`config.mk`:
```
export PLATFORM = sky130hd
export DESIGN_NAME = rgb_pixel_blend_unit
export DESIGN_NICKNAME = d
export VERILOG_FILES = /design/src/rpbu_pkg.sv /design/src/rgb_pixel_blend_unit.sv
export VERILOG_INCLUDE_DIRS = /design/src /design/src/src
export SDC_FILE = /design/constraint.sdc
export NUM_CORES = 1
export LEC_CHECK = 0
export BUFFER_PORTS_ARGS = -buffer_cell sky130_fd_sc_hd__buf_2
export CAP_MARGIN = 20
export CORE_MARGIN = 2
export CORE_UTILIZATION = 50
export DETAILED_ROUTE_END_ITERATION = 8
export MAX_ROUTING_LAYER = met4
export PLACE_DENSITY = 0.66
export SLEW_MARGIN = 5
export SYNTH_ARGS = -nofsm -noshare
export SYNTH_HDL_FRONTEND = slang
export SYNTH_SLANG_ARGS = --single-unit
export TNS_END_PERCENT = 10
```
`constraint.sdc`:
```
create_clock -name i_clk -period 25.1 [get_ports i_clk]
set_input_delay 7.53 -clock i_clk [delete_from_list [all_inputs] [get_ports i_clk]]
set_output_delay 7.53 -clock i_clk [all_outputs]
set_load 0.1 [all_outputs]
```
`src/rgb_pixel_blend_unit_defines.svh`:
```
// Assertion macros for the RGB pixel blend unit.
// Included by the top level; it depends on nothing else.
`ifndef RGB_PIXEL_BLEND_UNIT_DEFINES_SVH
`define RGB_PIXEL_BLEND_UNIT_DEFINES_SVH

// Checks that the consequent holds in the same cycle as the antecedent.
`define RPBU_ASSERT_SAME(label, clk, rst_n, ante, cons) \
    label: assert property (@(posedge clk) disable iff (!(rst_n)) (ante) |-> (cons)) \
        else $error("rgb_pixel_blend_unit: same-cycle check failed");

// Checks that the consequent holds in the cycle after the antecedent.
`define RPBU_ASSERT_NEXT(label, clk, rst_n, ante, cons) \
    label: assert property (@(posedge clk) disable iff (!(rst_n)) (ante) |=> (cons)) \
        else $error("rgb_pixel_blend_unit: next-cycle check failed");

`endif

```
`src/rpbu_pkg.sv`:
```
// Package for the RGB pixel blend unit: command and register codes,
// channel constants and the per-channel arithmetic. No dependencies.
`default_nettype none

package rpbu_pkg;

    localparam logic [2:0] CMD_MULTIPLY = 3'd0;
    localparam logic [2:0] CMD_SUBTRACT = 3'd1;
    localparam logic [2:0] CMD_SCREEN   = 3'd2;
    localparam logic [2:0] CMD_OVERLAY  = 3'd3;
    localparam logic [2:0] CMD_ADD      = 3'd4;
    localparam logic [2:0] CMD_SCALE    = 3'd5;
    localparam logic [2:0] CMD_SPLIT    = 3'd6;

    localparam logic [1:0] CFG_OFFSET = 2'd0;
    localparam logic [1:0] CFG_GAIN   = 2'd1;
    localparam logic [1:0] CFG_TARGET = 2'd2;

    localparam logic [1:0] CH_RED   = 2'd0;
    localparam logic [1:0] CH_GREEN = 2'd1;
    localparam logic [1:0] CH_BLUE  = 2'd2;

    localparam int unsigned NUM_CH     = 3;
    localparam int unsigned CFG_DATA_W = 12;

    localparam logic [7:0]  CHAN_MAX          = 8'd255;
    localparam logic [7:0]  OVERLAY_THRESHOLD = 8'd127;
    localparam logic [16:0] ROUND_DIV255      = 17'd127;
    localparam logic [19:0] ROUND_Q8          = 20'd128;
    localparam logic [8:0]  OFFSET_RESET      = 9'd0;
    localparam logic [11:0] GAIN_RESET        = 12'd256;
    localparam logic [1:0]  TARGET_RESET      = CH_RED;

    // Floor of x/255 for x below 130560 (255*512). The estimate x*257/65536 is never
    // high and at most one low, so a single remainder check corrects it.
    function automatic logic [8:0] div255(input logic [16:0] x);
        logic [16:0] t;
        logic [8:0]  q;
        logic [16:0] qx;
        logic [16:0] r;
        t  = x + {8'd0, x[16:8]};
        q  = t[16:8];
        qx = {q, 8'd0} - {8'd0, q};
        r  = x - qx;
        if (r >= 17'd255) begin
            q = q + 9'd1;
        end
        return q;
    endfunction

    // Multiply, subtract, screen and overlay for one channel, sharing one
    // 8x8 product between the direct and the inverted forms.
    function automatic logic [7:0] blend_chan(input logic [2:0] cmd,
                                              input logic [7:0] a,
                                              input logic [7:0] b);
        logic        direct;
        logic        ovl_hi;
        logic [7:0]  ma;
        logic [7:0]  mb;
        logic [15:0] prod;
        logic [16:0] num;
        logic [8:0]  q;
        logic [8:0]  dbl;
        logic [7:0]  res;
        direct = (cmd == CMD_MULTIPLY) || ((cmd == CMD_OVERLAY) && (a < OVERLAY_THRESHOLD));
        ovl_hi = (cmd == CMD_OVERLAY) && !(a < OVERLAY_THRESHOLD);
        ma     = direct ? a : ~a;
        mb     = direct ? b : ~b;
        prod   = 16'(ma) * 16'(mb);
        num    = ovl_hi ? ({prod, 1'b0} + ROUND_DIV255) : ({1'b0, prod} + ROUND_DIV255);
        q      = div255(num);
        dbl    = {q[7:0], 1'b0};
        case (cmd)
            CMD_MULTIPLY: begin
                res = q[7:0];
            end
            CMD_SUBTRACT: begin
                res = (a > b) ? (a - b) : 8'd0;
            end
            CMD_SCREEN: begin
                res = CHAN_MAX - q[7:0];
            end
            CMD_OVERLAY: begin
                if (direct) begin
                    res = (dbl > {1'b0, CHAN_MAX}) ? CHAN_MAX : dbl[7:0];
                end else begin
                    res = (q >= {1'b0, CHAN_MAX}) ? 8'd0 : (CHAN_MAX - q[7:0]);
                end
            end
            default: begin
                res = a;
            end
        endcase
        return res;
    endfunction

    // Signed offset added to a channel, clamped to the channel range.
    function automatic logic [7:0] add_chan(input logic [7:0] a, input logic [8:0] off);
        logic signed [9:0] s;
        logic [7:0]        res;
        s = $signed({2'b00, a}) + $signed({off[8], off});
        if (s < 10'sd0) begin
            res = 8'd0;
        end else if (s > $signed({2'b00, CHAN_MAX})) begin
            res = CHAN_MAX;
        end else begin
            res = s[7:0];
        end
        return res;
    endfunction

    // Q4.8 gain, rounded half up and clamped at the channel maximum.
    function automatic logic [7:0] scale_chan(input logic [7:0] a, input logic [11:0] gain);
        logic [19:0] p;
        logic [11:0] v;
        p = 20'(a) * 20'(gain) + ROUND_Q8;
        v = p[19:8];
        return (v > {4'd0, CHAN_MAX}) ? CHAN_MAX : v[7:0];
    endfunction

endpackage

`default_nettype wire

```
`src/rgb_pixel_blend_unit.sv`:
```
// An accepted item is registered in the input register, and its result then in the output
// register once that register is empty or being read; the result is taken from there.
// Throughput: one item per clock while the output is not stalled; the input register and the
// result register each advance whenever the stage after them is empty or being emptied.
// Reset (synchronous, active low) empties both stages and sets the offset to 0,
// the gain to 1.0 and the target channel to red. Configuration is always ready.
// Depends on rpbu_pkg and rgb_pixel_blend_unit_defines.svh.
`default_nettype none
`include "rgb_pixel_blend_unit_defines.svh"

module rgb_pixel_blend_unit (
    input  wire logic        i_clk,
    input  wire logic        i_rst_n,
    input  wire logic        i_valid,
    output logic             o_stall,
    input  wire logic [2:0]  i_command,
    input  wire logic [7:0]  i_top_red,
    input  wire logic [7:0]  i_top_green,
    input  wire logic [7:0]  i_top_blue,
    input  wire logic [7:0]  i_bottom_red,
    input  wire logic [7:0]  i_bottom_green,
    input  wire logic [7:0]  i_bottom_blue,
    output logic             o_valid,
    input  wire logic        i_stall,
    output logic [7:0]       o_out_red,
    output logic [7:0]       o_out_green,
    output logic [7:0]       o_out_blue,
    input  wire logic        i_cfg_valid,
    output logic             o_cfg_ready,
    input  wire logic [1:0]  i_cfg_index,
    input  wire logic [rpbu_pkg::CFG_DATA_W-1:0] i_cfg_data
);

    logic [8:0]  r_offset;
    logic [11:0] r_gain;
    logic [1:0]  r_target;

    logic        r_s1_valid;
    logic [2:0]  r_cmd;
    logic [7:0]  r_top [rpbu_pkg::NUM_CH];
    logic [7:0]  r_bot [rpbu_pkg::NUM_CH];

    logic        r_out_valid;
    logic [7:0]  r_out [rpbu_pkg::NUM_CH];

    logic        w_s2_load;
    logic        w_s1_load;
    logic [7:0]  w_sel_top;
    logic        w_sel_ok;
    logic [7:0]  w_add_res;
    logic [7:0]  w_scale_res;
    logic [7:0]  n_out [rpbu_pkg::NUM_CH];

    assign o_cfg_ready = 1'b1;

    always_ff @(posedge i_clk) begin
        if (!i_rst_n) begin
            r_offset <= rpbu_pkg::OFFSET_RESET;
            r_gain   <= rpbu_pkg::GAIN_RESET;
            r_target <= rpbu_pkg::TARGET_RESET;
        end else if (i_cfg_valid && o_cfg_ready) begin
            case (i_cfg_index)
                rpbu_pkg::CFG_OFFSET: r_offset <= i_cfg_data[8:0];
                rpbu_pkg::CFG_GAIN:   r_gain   <= i_cfg_data[11:0];
                rpbu_pkg::CFG_TARGET: r_target <= i_cfg_data[1:0];
                default: begin
                end
            endcase
        end
    end

    // The result register takes a new item when it is empty or being read;
    // the input register follows when it is empty or passing its item on.
    assign w_s2_load = !r_out_valid || !i_stall;
    assign w_s1_load = !r_s1_valid || w_s2_load;
    assign o_stall   = !w_s1_load;

    always_ff @(posedge i_clk) begin
        if (!i_rst_n) begin
            r_s1_valid <= 1'b0;
        end else if (w_s1_load) begin
            r_s1_valid <= i_valid;
        end
    end

    always_ff @(posedge i_clk) begin
        if (w_s1_load && i_valid) begin
            r_cmd    <= i_command;
            r_top[0] <= i_top_red;
            r_top[1] <= i_top_green;
            r_top[2] <= i_top_blue;
            r_bot[0] <= i_bottom_red;
            r_bot[1] <= i_bottom_green;
            r_bot[2] <= i_bottom_blue;
        end
    end

    always_comb begin
        w_sel_ok = 1'b1;
        case (r_target)
            rpbu_pkg::CH_RED:   w_sel_top = r_top[0];
            rpbu_pkg::CH_GREEN: w_sel_top = r_top[1];
            rpbu_pkg::CH_BLUE:  w_sel_top = r_top[2];
            default: begin
                w_sel_top = 8'd0;
                w_sel_ok  = 1'b0;
            end
        endcase
    end

    assign w_add_res   = rpbu_pkg::add_chan(w_sel_top, r_offset);
    assign w_scale_res = rpbu_pkg::scale_chan(w_sel_top, r_gain);

    always_comb begin
        for (int i = 0; i < rpbu_pkg::NUM_CH; i++) begin
            case (r_cmd)
                rpbu_pkg::CMD_MULTIPLY, rpbu_pkg::CMD_SUBTRACT,
                rpbu_pkg::CMD_SCREEN, rpbu_pkg::CMD_OVERLAY: begin
                    n_out[i] = rpbu_pkg::blend_chan(r_cmd, r_top[i], r_bot[i]);
                end
                rpbu_pkg::CMD_ADD: begin
                    n_out[i] = (w_sel_ok && (r_target == 2'(i))) ? w_add_res : r_top[i];
                end
                rpbu_pkg::CMD_SCALE: begin
                    n_out[i] = (w_sel_ok && (r_target == 2'(i))) ? w_scale_res : r_top[i];
                end
                rpbu_pkg::CMD_SPLIT: begin
                    n_out[i] = w_sel_top;
                end
                default: begin
                    n_out[i] = r_top[i];
                end
            endcase
        end
    end

    always_ff @(posedge i_clk) begin
        if (!i_rst_n) begin
            r_out_valid <= 1'b0;
        end else if (w_s2_load) begin
            r_out_valid <= r_s1_valid;
        end
    end

    always_ff @(posedge i_clk) begin
        if (w_s2_load && r_s1_valid) begin
            r_out[0] <= n_out[0];
            r_out[1] <= n_out[1];
            r_out[2] <= n_out[2];
        end
    end

    assign o_valid     = r_out_valid;
    assign o_out_red   = r_out[0];
    assign o_out_green = r_out[1];
    assign o_out_blue  = r_out[2];

    `RPBU_ASSERT_NEXT(a_in_to_s1, i_clk, i_rst_n, i_valid && !o_stall, r_s1_valid)
    `RPBU_ASSERT_SAME(a_stall_cause, i_clk, i_rst_n, o_stall,
                      r_s1_valid && r_out_valid && i_stall)
    `RPBU_ASSERT_NEXT(a_s1_to_out, i_clk, i_rst_n, r_s1_valid && w_s2_load, o_valid)
    `RPBU_ASSERT_NEXT(a_held_result, i_clk, i_rst_n, o_valid && i_stall,
                      o_valid && $stable(o_out_red) && $stable(o_out_green) && $stable(o_out_blue))

endmodule

`default_nettype wire

```
==> run metrics <==
Clock Root Buffer=clkbuf_16; DRT antenna net count=0; Resized Gates After CTS=0; Final Critical Period=15900 ps; Post-CTS Setup Inserts=0; register area share after synthesis=0.1078; largest net degree at the start of global routing=65; asr flop ratio synth=0; Seq cells post-synth=100; R2R Path Start=r_cmd[1]; worst hold path class=flip-flop to flip-flop; 1st-iter DRT viols=2145; period utilization=0.6336; Setup crit end kind=output pin; post-synthesis average cell area=7.690 um2; top cells by area in the synthesized netlist=ha_1, fa_1, edfxtp_1; Critical Path Source Type=input port; I/O Buffers=95; HPWL after DPL=57.26 mm; total CTS buffers=9; die height=230.0 um; Area growth syn-to-layout=4.994%; Post-Route WL=71.69 mm; share of the synthesized area in the top cell type=0.1495; DR vias=24080; synth warn=0; RSZ-0062 raised after global routing=no; Min-Delay Endpoint=r_offset[2]; CP max FO=3; router iterations before antenna repair=7; Slew HR=0.2553; Clock transition at path regs=100 ps; worst reg2reg path depth=51; share of cells above drive strength 1=0.07455; CTS Hold Buffers Added=0; DRC errors left=0; first-pass GRT wire length=118.3 mm; setup TNS=0 ps; Clock Latency Late Sink=390 ps; post-DR vias/cell=6.060; Mapped Cells=3320; Slew Viols, Final=0; Yosys cell types=117; reg2reg setup slack=10200 ps; slew at the pin with the worst max-slew slack=1103 ps; post-synth top area cell=ha_1; GRT Total Usage=0.2758; FF-to-FF End=r_out[0][7]; Hold Path Origin=r_offset[2]; status=complete, no violations; Final Hold Viols=0; post-synth net total=3869; Initial Util=0.5078; vias in the first global route=23370; mapped cell area=25530 um2; highest-count cells in the layout ignoring fill and taps=inv_1, ha_1, o21ai_0; crit path DAT=8370 ps; most used flip-flop cell after synthesis=edfxtp_1; final-report setup violation count=0; Die X=230.0 um; total clock sinks=100; GPL Wtd Cong=0.9371; # rows=82; hold path depth=2; final-stage net count=3844; total grt overflow=0; required time worst endpoint=17570 ps; I/O pin count=97; antenna violations before repair=1; htree depth=3; area of the die=52880 um2; Post-synth EDFFs=75; Max Freq=0.06288 GHz; CTS max path bufs=2; clk_skew=26.60 ps; worst setup path class=input port to output pin; core area=50270 um2; WL per Instance=18.04 um; commonest non-fill, non-tap cell in the layout=inv_1; CTS tree=built; MaxCap Viol Count=0
-- area by class of cell --
class | count | area [um2]
fillers | 4843 | 23470
multi-input cells | 2623 | 20500
flip-flops and latches | 100 | 2753
inverters | 423 | 1588
well taps | 672 | 840.8
repair buffers | 138 | 798.3
clock buffers | 10 | 250.2
clock inverters | 6 | 72.57
diodes | 1 | 2.502
-- registers in the layout, summed over array words and instances (netlist names) --
register and flops:
r_target 2, r_offset 9, o_valid 1, r_top 24, r_s1_valid 1, r_gain 12
r_out 24, r_cmd 3, r_bot 24
-- critical path, stage by stage --
cell and delay [ps]:
buf_2 130, and3_1 250, buf_2 460
-- per-layer routing --
metal	up-vias	wire length [um]	track usage
met1	11490	32700	0.3649
met3	120	3799	0.02579
met5	-	0	-
met2	825	33380	0.4536
li1	11640	-	-
met4	0	1810	0.07137
-- logic make-up (layout without fill, tap and decap cells) --
| family | count (synthesis) | after routing | share of synthesized area |
|---|---|---|---|
| XOR/XNOR | 159 | 159 | 0.05641 |
| adder cells (fa/ha/maj) | 479 | 479 | 0.2859 |
| other | 1 | 2 | 0.0001469 |
| buffers and inverters | 597 | 577 | 0.09033 |
| multiplexers | 49 | 49 | 0.01970 |
| AND/OR/NAND/NOR | 1054 | 1054 | 0.2098 |
| AO/OA/AOI/OAI | 881 | 881 | 0.2299 |
| flip-flops | 100 | 100 | 0.1078 |
-- how the worst max path moves through the flow --
stage / startpoint / end / depth (start not counted)
floorplan: i_stall / o_stall / 1
global placement: i_stall / o_stall / 3
detailed placement: i_stall / o_stall / 3
CTS: i_stall / o_stall / 3
global route: i_stall / o_stall / 3
finish: i_stall / o_stall / 3
-- cell usage after synthesis (all sizes together), types with 11 or more instances --
cell    instances
a211o          17
a21o           67
or2            16
a211oi         34
a21oi         169
nor3b          19
a21boi         20
nor2b          42
o22ai          17
and2           84
o21ai         289
nand2         259
inv           420
buf            40
dfxtp          25
fa            174
a31oi          23
xnor2         111
a221oi         19
xor2           47
clkbuf        134
nand4          29
mux2i          42
nor2          202
o211ai         30
nand2b         29
o21a           33
and3           29
o311ai         19
nand3         190
o31ai          15
nor4           18
edfxtp         75
or3            23
nor3           68
and4           11
ha            305
-- through the flow --
stage               hold WS [ps]  instances  worst slack, ps  instance area [um2]    util
floorplan                  466.2       3320             9229                25530       -
global placement           503.5       3956             9215                26480  0.5267
detailed placement         519.8       3956             9200                26480  0.5267
CTS                        542.8       3972             9201                26800  0.5331
global route               574.9       3973             9171                26800  0.5332
finish                     542.7       3973             9196                26800  0.5332
Power is left out: the tool's default activity adds up to more than one toggle a clock period on the data nets, which glitch-free logic cannot reach.
